### config.mk
export PLATFORM = sky130hd
export DESIGN_NAME = packed_list_add_find_remove_core
export DESIGN_NICKNAME = d
export VERILOG_FILES = /design/src/plq_pkg.sv /design/src/plq_front.sv /design/src/plq_back.sv /design/src/packed_list_add_find_remove_core.sv
export SDC_FILE = /design/constraint.sdc
export NUM_CORES = 1
export LEC_CHECK = 0
export ABC_CLOCK_PERIOD_IN_PS = 12850
export BUFFER_PORTS_ARGS = -buffer_cell sky130_fd_sc_hd__buf_2
export CAP_MARGIN = 20
export CORE_MARGIN = 1
export CORE_UTILIZATION = 52
export DETAILED_ROUTE_END_ITERATION = 10
export GPL_TIMING_DRIVEN = 0
export PLACE_DENSITY = 0.72
export SLEW_MARGIN = 10
export SYNTH_ARGS = -nofsm -noshare
export SYNTH_HDL_FRONTEND = slang
export SYNTH_HIERARCHICAL = 1
export SYNTH_SLANG_ARGS = --single-unit
### constraint.sdc
create_clock -name aclk -period 12.85 [get_ports aclk]
set_clock_uncertainty 0.15 [all_clocks]
set_input_delay 2.57 -clock aclk [delete_from_list [all_inputs] [get_ports aclk]]
set_output_delay 2.57 -clock aclk [all_outputs]
set_load 0.01 [all_outputs]
### src/plq_pkg.sv
// ----------------------------------------------------------------------------
// plq_pkg
// shared types and constants for the packed list core: operation classes,
// the request record passed from the front queue to the back engine
// ----------------------------------------------------------------------------
package plq_pkg;

    // default list capacity
    localparam int CAPACITY_DEFAULT = 16;

    // field widths of the item channels
    localparam int FUNC_W  = 2;
    localparam int VALUE_W = 32;
    localparam int FILL_W  = 5;

    // raw operation codes on the func field
    localparam logic [FUNC_W-1:0] FUNC_APPEND = 2'd0;
    localparam logic [FUNC_W-1:0] FUNC_FIND   = 2'd1;
    localparam logic [FUNC_W-1:0] FUNC_REMOVE = 2'd2;

    // request queue between front and back
    localparam int QUEUE_DEPTH = 2;
    localparam int QPTR_W      = $clog2(QUEUE_DEPTH);
    localparam int QCNT_W      = $clog2(QUEUE_DEPTH + 1);

    // decoded operation class
    typedef enum logic [1:0] {
        OP_APPEND,
        OP_FIND,
        OP_REMOVE,
        OP_NONE
    } op_t;

    // request record handed to the back engine
    typedef struct packed {
        logic               valid;
        op_t                op;
        logic [VALUE_W-1:0] value;
    } req_t;

endpackage

### src/plq_front.sv
// ----------------------------------------------------------------------------
// plq_front
// accepts input items, decodes the operation code and holds the requests
// in a short queue so the back engine can stall on its own
// ----------------------------------------------------------------------------
module plq_front import plq_pkg::*; (
    input  logic               aclk,
    input  logic               aresetn,
    input  logic               s_tvalid,
    output logic               s_tready,
    input  logic [FUNC_W-1:0]  s_func,
    input  logic [VALUE_W-1:0] s_value,
    output req_t               req,
    input  logic               req_pop
);

    typedef struct packed {
        op_t                op;
        logic [VALUE_W-1:0] value;
    } qent_t;

    qent_t             q_mem_reg [QUEUE_DEPTH];
    logic [QPTR_W-1:0] wr_ptr_reg, wr_ptr_next;
    logic [QPTR_W-1:0] rd_ptr_reg, rd_ptr_next;
    logic [QCNT_W-1:0] cnt_reg, cnt_next;
    op_t               op_dec;
    logic              push;
    logic              pop;

    // classify the operation code
    always_comb begin
        case (s_func)
            FUNC_APPEND: op_dec = OP_APPEND;
            FUNC_FIND:   op_dec = OP_FIND;
            FUNC_REMOVE: op_dec = OP_REMOVE;
            default:     op_dec = OP_NONE;
        endcase
    end

    assign s_tready = (cnt_reg != QCNT_W'(QUEUE_DEPTH));
    assign push     = s_tvalid && s_tready;
    assign pop      = req_pop && (cnt_reg != '0);

    // queue head toward the back engine
    assign req.valid = (cnt_reg != '0);
    assign req.op    = q_mem_reg[rd_ptr_reg].op;
    assign req.value = q_mem_reg[rd_ptr_reg].value;

    // pointer and count update
    always_comb begin
        wr_ptr_next = wr_ptr_reg;
        rd_ptr_next = rd_ptr_reg;
        cnt_next    = cnt_reg;
        if (push) begin
            wr_ptr_next = (wr_ptr_reg == QPTR_W'(QUEUE_DEPTH - 1)) ? '0
                        : wr_ptr_reg + QPTR_W'(1);
        end
        if (pop) begin
            rd_ptr_next = (rd_ptr_reg == QPTR_W'(QUEUE_DEPTH - 1)) ? '0
                        : rd_ptr_reg + QPTR_W'(1);
        end
        if (push && !pop) begin
            cnt_next = cnt_reg + QCNT_W'(1);
        end else if (pop && !push) begin
            cnt_next = cnt_reg - QCNT_W'(1);
        end
    end

    // control registers
    always_ff @(posedge aclk) begin
        if (!aresetn) begin
            wr_ptr_reg <= '0;
            rd_ptr_reg <= '0;
            cnt_reg    <= '0;
        end else begin
            wr_ptr_reg <= wr_ptr_next;
            rd_ptr_reg <= rd_ptr_next;
            cnt_reg    <= cnt_next;
        end
    end

    // queue storage
    always_ff @(posedge aclk) begin
        if (push) begin
            q_mem_reg[wr_ptr_reg].op    <= op_dec;
            q_mem_reg[wr_ptr_reg].value <= s_value;
        end
    end

endmodule

### src/plq_back.sv
// ----------------------------------------------------------------------------
// plq_back
// executes list operations on an entry memory: append at the fill count,
// linear scan for find and remove, then a compaction sweep after a removal
// ----------------------------------------------------------------------------
module plq_back import plq_pkg::*; #(
    parameter int CAPACITY = CAPACITY_DEFAULT
) (
    input  logic              aclk,
    input  logic              aresetn,
    input  req_t              req,
    output logic              req_pop,
    output logic              m_tvalid,
    input  logic              m_tready,
    output logic              m_success,
    output logic [FILL_W-1:0] m_fill_count
);

    localparam int CNT_W = $clog2(CAPACITY + 1);
    localparam int IDX_W = $clog2(CAPACITY);

    typedef enum logic [2:0] {
        ST_IDLE,
        ST_SCAN_RD,
        ST_SCAN_CMP,
        ST_SHIFT_RD,
        ST_SHIFT_WR,
        ST_DONE
    } state_t;

    state_t             state_reg, state_next;
    logic [CNT_W-1:0]   count_reg, count_next;
    logic [IDX_W-1:0]   idx_reg, idx_next;
    op_t                op_reg, op_next;
    logic [VALUE_W-1:0] key_reg, key_next;
    logic               ok_reg, ok_next;
    logic               out_valid_reg, out_valid_next;
    logic               out_ok_reg, out_ok_next;
    logic [FILL_W-1:0]  out_fill_reg, out_fill_next;

    // entry memory, undefined until written
    logic [VALUE_W-1:0] mem [CAPACITY];
    logic [VALUE_W-1:0] rdata_reg;
    logic [IDX_W-1:0]   rd_addr;
    logic               wr_en;
    logic [IDX_W-1:0]   wr_addr;
    logic [VALUE_W-1:0] wr_data;

    logic [CNT_W-1:0]   idx_inc;
    logic [CNT_W-1:0]   idx_inc2;

    assign idx_inc  = CNT_W'(idx_reg) + CNT_W'(1);
    assign idx_inc2 = idx_inc + CNT_W'(1);

    // read address: current scan slot, or the slot above during compaction
    assign rd_addr = (state_reg == ST_SHIFT_RD) ? IDX_W'(idx_inc) : idx_reg;

    // memory write and registered read
    always_ff @(posedge aclk) begin
        if (wr_en) begin
            mem[wr_addr] <= wr_data;
        end
        rdata_reg <= mem[rd_addr];
    end

    // engine next-state logic
    always_comb begin
        state_next     = state_reg;
        count_next     = count_reg;
        idx_next       = idx_reg;
        op_next        = op_reg;
        key_next       = key_reg;
        ok_next        = ok_reg;
        out_valid_next = out_valid_reg && !m_tready;
        out_ok_next    = out_ok_reg;
        out_fill_next  = out_fill_reg;
        req_pop        = 1'b0;
        wr_en          = 1'b0;
        wr_addr        = idx_reg;
        wr_data        = rdata_reg;
        case (state_reg)
            ST_IDLE: begin
                if (req.valid) begin
                    req_pop  = 1'b1;
                    op_next  = req.op;
                    key_next = req.value;
                    idx_next = '0;
                    ok_next  = 1'b0;
                    case (req.op)
                        OP_APPEND: begin
                            if (count_reg < CNT_W'(CAPACITY)) begin
                                wr_en      = 1'b1;
                                wr_addr    = IDX_W'(count_reg);
                                wr_data    = req.value;
                                count_next = count_reg + CNT_W'(1);
                                ok_next    = 1'b1;
                            end
                            state_next = ST_DONE;
                        end
                        OP_FIND, OP_REMOVE: begin
                            state_next = (count_reg == '0) ? ST_DONE : ST_SCAN_RD;
                        end
                        default: begin
                            state_next = ST_DONE;
                        end
                    endcase
                end
            end
            ST_SCAN_RD: begin
                state_next = ST_SCAN_CMP;
            end
            ST_SCAN_CMP: begin
                if (rdata_reg == key_reg) begin
                    if (op_reg == OP_REMOVE) begin
                        if (idx_inc < count_reg) begin
                            state_next = ST_SHIFT_RD;
                        end else begin
                            count_next = count_reg - CNT_W'(1);
                            ok_next    = 1'b1;
                            state_next = ST_DONE;
                        end
                    end else begin
                        ok_next    = 1'b1;
                        state_next = ST_DONE;
                    end
                end else if (idx_inc < count_reg) begin
                    idx_next   = IDX_W'(idx_inc);
                    state_next = ST_SCAN_RD;
                end else begin
                    state_next = ST_DONE;
                end
            end
            ST_SHIFT_RD: begin
                state_next = ST_SHIFT_WR;
            end
            ST_SHIFT_WR: begin
                // move the entry above down one slot
                wr_en    = 1'b1;
                wr_addr  = idx_reg;
                wr_data  = rdata_reg;
                idx_next = IDX_W'(idx_inc);
                if (idx_inc2 < count_reg) begin
                    state_next = ST_SHIFT_RD;
                end else begin
                    count_next = count_reg - CNT_W'(1);
                    ok_next    = 1'b1;
                    state_next = ST_DONE;
                end
            end
            ST_DONE: begin
                if (!out_valid_reg || m_tready) begin
                    out_valid_next = 1'b1;
                    out_ok_next    = ok_reg;
                    out_fill_next  = FILL_W'(count_reg);
                    state_next     = ST_IDLE;
                end
            end
            default: begin
                state_next = ST_IDLE;
            end
        endcase
    end

    // state and registered outputs
    always_ff @(posedge aclk) begin
        if (!aresetn) begin
            state_reg     <= ST_IDLE;
            count_reg     <= '0;
            out_valid_reg <= 1'b0;
        end else begin
            state_reg     <= state_next;
            count_reg     <= count_next;
            out_valid_reg <= out_valid_next;
        end
        idx_reg      <= idx_next;
        op_reg       <= op_next;
        key_reg      <= key_next;
        ok_reg       <= ok_next;
        out_ok_reg   <= out_ok_next;
        out_fill_reg <= out_fill_next;
    end

    assign m_tvalid     = out_valid_reg;
    assign m_success    = out_ok_reg;
    assign m_fill_count = out_fill_reg;

endmodule

### src/packed_list_add_find_remove_core.sv
// sequence: append, unused code or empty-list item pass from idle straight to the done state
// find/remove: a read and a compare state per slot scanned, up to the first match or the fill count
// remove adds a read and a write state per entry moved down in the compaction sweep
// the engine takes no new item until the current one has reached the result register
// a 2-entry request queue keeps input accepting while the engine or result waits, until the queue is full
// reset: synchronous active-low aresetn clears fill count, queue and output valid
// ----------------------------------------------------------------------------
// packed_list_add_find_remove_core
// packed list of signed 32-bit values with append, find and remove-first
// ----------------------------------------------------------------------------
module packed_list_add_find_remove_core import plq_pkg::*; #(
    parameter int CAPACITY = CAPACITY_DEFAULT
) (
    input  logic        aclk,
    input  logic        aresetn,
    input  logic        s_tvalid,
    output logic        s_tready,
    input  logic [39:0] s_tdata,   // [1:0] func, [33:2] value, [39:34] zero
    output logic        m_tvalid,
    input  logic        m_tready,
    output logic [7:0]  m_tdata    // [0] success, [5:1] fill_count, [7:6] zero
);

    req_t              req;
    logic              req_pop;
    logic              success;
    logic [FILL_W-1:0] fill_count;

    // front: accept and classify
    plq_front u_front (
        .aclk     (aclk),
        .aresetn  (aresetn),
        .s_tvalid (s_tvalid),
        .s_tready (s_tready),
        .s_func   (s_tdata[FUNC_W-1:0]),
        .s_value  (s_tdata[FUNC_W+VALUE_W-1:FUNC_W]),
        .req      (req),
        .req_pop  (req_pop)
    );

    // back: execute on the entry memory
    plq_back #(
        .CAPACITY (CAPACITY)
    ) u_back (
        .aclk         (aclk),
        .aresetn      (aresetn),
        .req          (req),
        .req_pop      (req_pop),
        .m_tvalid     (m_tvalid),
        .m_tready     (m_tready),
        .m_success    (success),
        .m_fill_count (fill_count)
    );

    // pack result fields
    assign m_tdata = {2'b00, fill_count, success};

endmodule

==> reports/qor.txt <==
Outcome -> finished clean
Area growth from synthesis to layout -> 14.76%
CP Data Arrival Time -> 4.30 ns
Final hold vios -> 0
Synth unique cells -> 60
Critical Path Fanout Max -> 17
Worst skew pair latency -> 0.60 ns
Die W -> 226.7 um
Fmax -> 240.8 MHz
Layout cell share with drive strength beyond 1 -> 19.21%
Setup TNS Final -> 0 ns
Max-slew violation count -> 0
Antenna cells -> 0
Final HPWL DP -> 41,120 um
Final wirelength -> 61,780 um
Floorplan row count -> 81
Clk root buf -> clkbuf_16
Pwr Density -> 250.7 nW/um2
Post-synth top area cell -> edfxtp_1
Max cap viols -> 0
Area share of the largest cell type after synthesis -> 71.49%
H-tree level count -> 3
Sequential share of the synthesized area -> 75.00%
Post-route ant nets -> 0
GRT Util Overall -> 24.86%
Period minus WS final -> 4.153 ns
Mapped Cells -> 1,591
Vias per inst -> 6.027
Max Root-Sink Buffers -> 3
Initial antenna violation count -> 0
Die area -> 51,390 um2
Total number of vias -> 14,700
Crit-path leading delay family -> buffers and inverters
FF+latch area -> 19,690 um2
Cts hold-fix bufs -> 0
Count leader, synth -> edfxtp_1
Crit path kind -> reg2reg
Initial DRC Count -> 1,614
Final Setup Violations -> 0
Total power -> 7553 uW
Yosys warning count -> 6
Main synth FF type -> edfxtp_1
Commonest cells post-synth -> 625 x edfxtp_1, 304 x nand2_1, 70 x mux2i_1
Total CTS buffers -> 68
# Post-CTS Setup Buffers -> 0
Largest net degree at the start of global routing -> 24
Worst Path Required -> 12.99 ns
Worst-path cell chain -> buf_2 -> buf_4 -> mux2_2 -> inv_1 -> ha_1 -> nand3_1 -> clkbuf_1 -> o21ai_0 -> clkbuf_2 -> nor2_4 -> buf_16
Port Buffers -> 43
Critical path endpoint category -> register
Worst-margin pin slew -> 1.047 ns
Leakage -> 0.01043 uW
Fraction of registers with async set or reset after synthesis -> 0%
Critical Path Max Stage Delay -> 0.59 ns
Final net count -> 1,788
DR DRC count -> 0
Worst setup SP type -> register
Cell Area, Synth -> 26,250 um2
Die Span Y -> 226.7 um
Number of synthesized flops with an enable pin -> 625
Worst slew margin -> 29.91%
Core area -> 49,360 um2
Class of the worst hold path -> reg2reg
Io pins -> 54
RePlAce Congestion -> 0.8665
CP max stage cell -> nor2_4
WL/cell -> 25.33 um
Hold WS -> 0.2888 ns
RSZ-0062 raised after global routing -> false
Initial Utilization -> 53.19%
Resize count post-CTS -> 0
TritonCTS clock tree -> yes
Clk sinks -> 671
Worst VDD drop -> 123.4 uV
Area occupied by multi-input gates -> 6181 um2
Post-Place Worst Slack -> 8.669 ns
First-pass GRT wire length -> 92,140 um
Avg Inst Size Synth -> 16.50 um2
Fin crit share -> 32.32%
# fillers -> 3,504
Worst setup margin -> 8.697 ns
Top post-synthesis cells by area -> edfxtp_1 71%, mux4_2 5.5%, nand2_1 4.3%, dfxtp_1 3.5%, mux2i_1 2.7%
Register bit total from synthesis -> 671
Clock Pin Slew Worst Setup and Hold Paths -> 0.06 ns
Crit path buf inv count -> 6
Number of detailed-route iterations in the first pass -> 5
GR Overflow Total -> 0
Max reg flops -> 512
Vias in the first global route -> 14,800
-- layer usage --
metal	vias to the layer above	share of wire [%]	global-route usage (%)
met3	106	8.3	4.263
li1	6344	-	-
met4	0	2.7	8.762
met2	731	49	40.95
met1	7518	40	33.48
met5	-	0	0
-- layout make-up --
class	instances	area share, %
Buffer	83	1.512
Timing Repair Buffer	65	2.425
Clock buffer	92	6.392
Inverter	18	0.2243
Sequential cell	671	65.35
Multi-Input combinational cell	820	20.52
Clock inverter	26	0.8182
Tap cell	664	2.758
-- per-stage QoR --
step           utilization (%)  cell area [um2]  cells
2_1_floorplan                -            26260   1592
3_3_place_gp             55.31            27300   2299
3_5_place_dp             56.63            27950   2320
4_1_cts                  61.03            30120   2438
5_1_grt                  61.04            30130   2439
6_report                 61.04            30130   2439
-- placed cells by master, fill, tap and decap left out, types with 8 or more instances in the layout --
cell,netlist,layout
dfxtp_1,46,46
nor3_1,8,8
clkbuf_1,31,45
mux2i_1,70,70
ha_1,16,16
mux2_2,34,34
nand3_1,66,66
edfxtp_1,625,625
buf_2,22,65
clkbuf_16,0,71
a32oi_1,34,34
o21ai_0,16,16
xor2_1,35,35
nand4_1,34,34
nor2_4,0,16
inv_1,15,14
clkinv_2,0,9
nor4_1,10,10
nand2_1,304,304
buf_16,0,15
nor2_1,30,14
o21ai_1,23,23
mux4_2,64,64
buf_4,21,21
-- kinds of logic (layout without fill, tap and decap cells) --
kind of cell / Yosys count / in the layout / synth area share, %
DFF: 671 / 671 / 75.00
other: 1 / 2 / 0.01428
and+or+nand+nor: 480 / 480 / 8.050
xor gates and xnor gates: 46 / 46 / 1.621
adders and majority gates: 17 / 17 / 0.8388
AOI/OAI and AO/OA: 106 / 106 / 2.779
buffers and inverters: 101 / 284 / 1.992
muxes: 169 / 169 / 9.704
-- final timing paths --
path	start	endpoint	slack, ns	depth (start not counted)
max	register	u_back/mem[2][12]	8.70	11
min	u_back/ok_reg	u_back/m_success	0.29	0
max reg2reg	register	u_back/mem[2][12]	8.70	11
min reg2reg	u_back/ok_reg	u_back/m_success	0.29	0
-- where the power goes --
part / leakage (uW) / internal (uW) / switching [uW]
Combinational: 0.00330 / 798 / 1650
Sequential: 0.00607 / 3050 / 127
Clock: 0.00106 / 1130 / 795
Power figures use the tool's default switching activity.
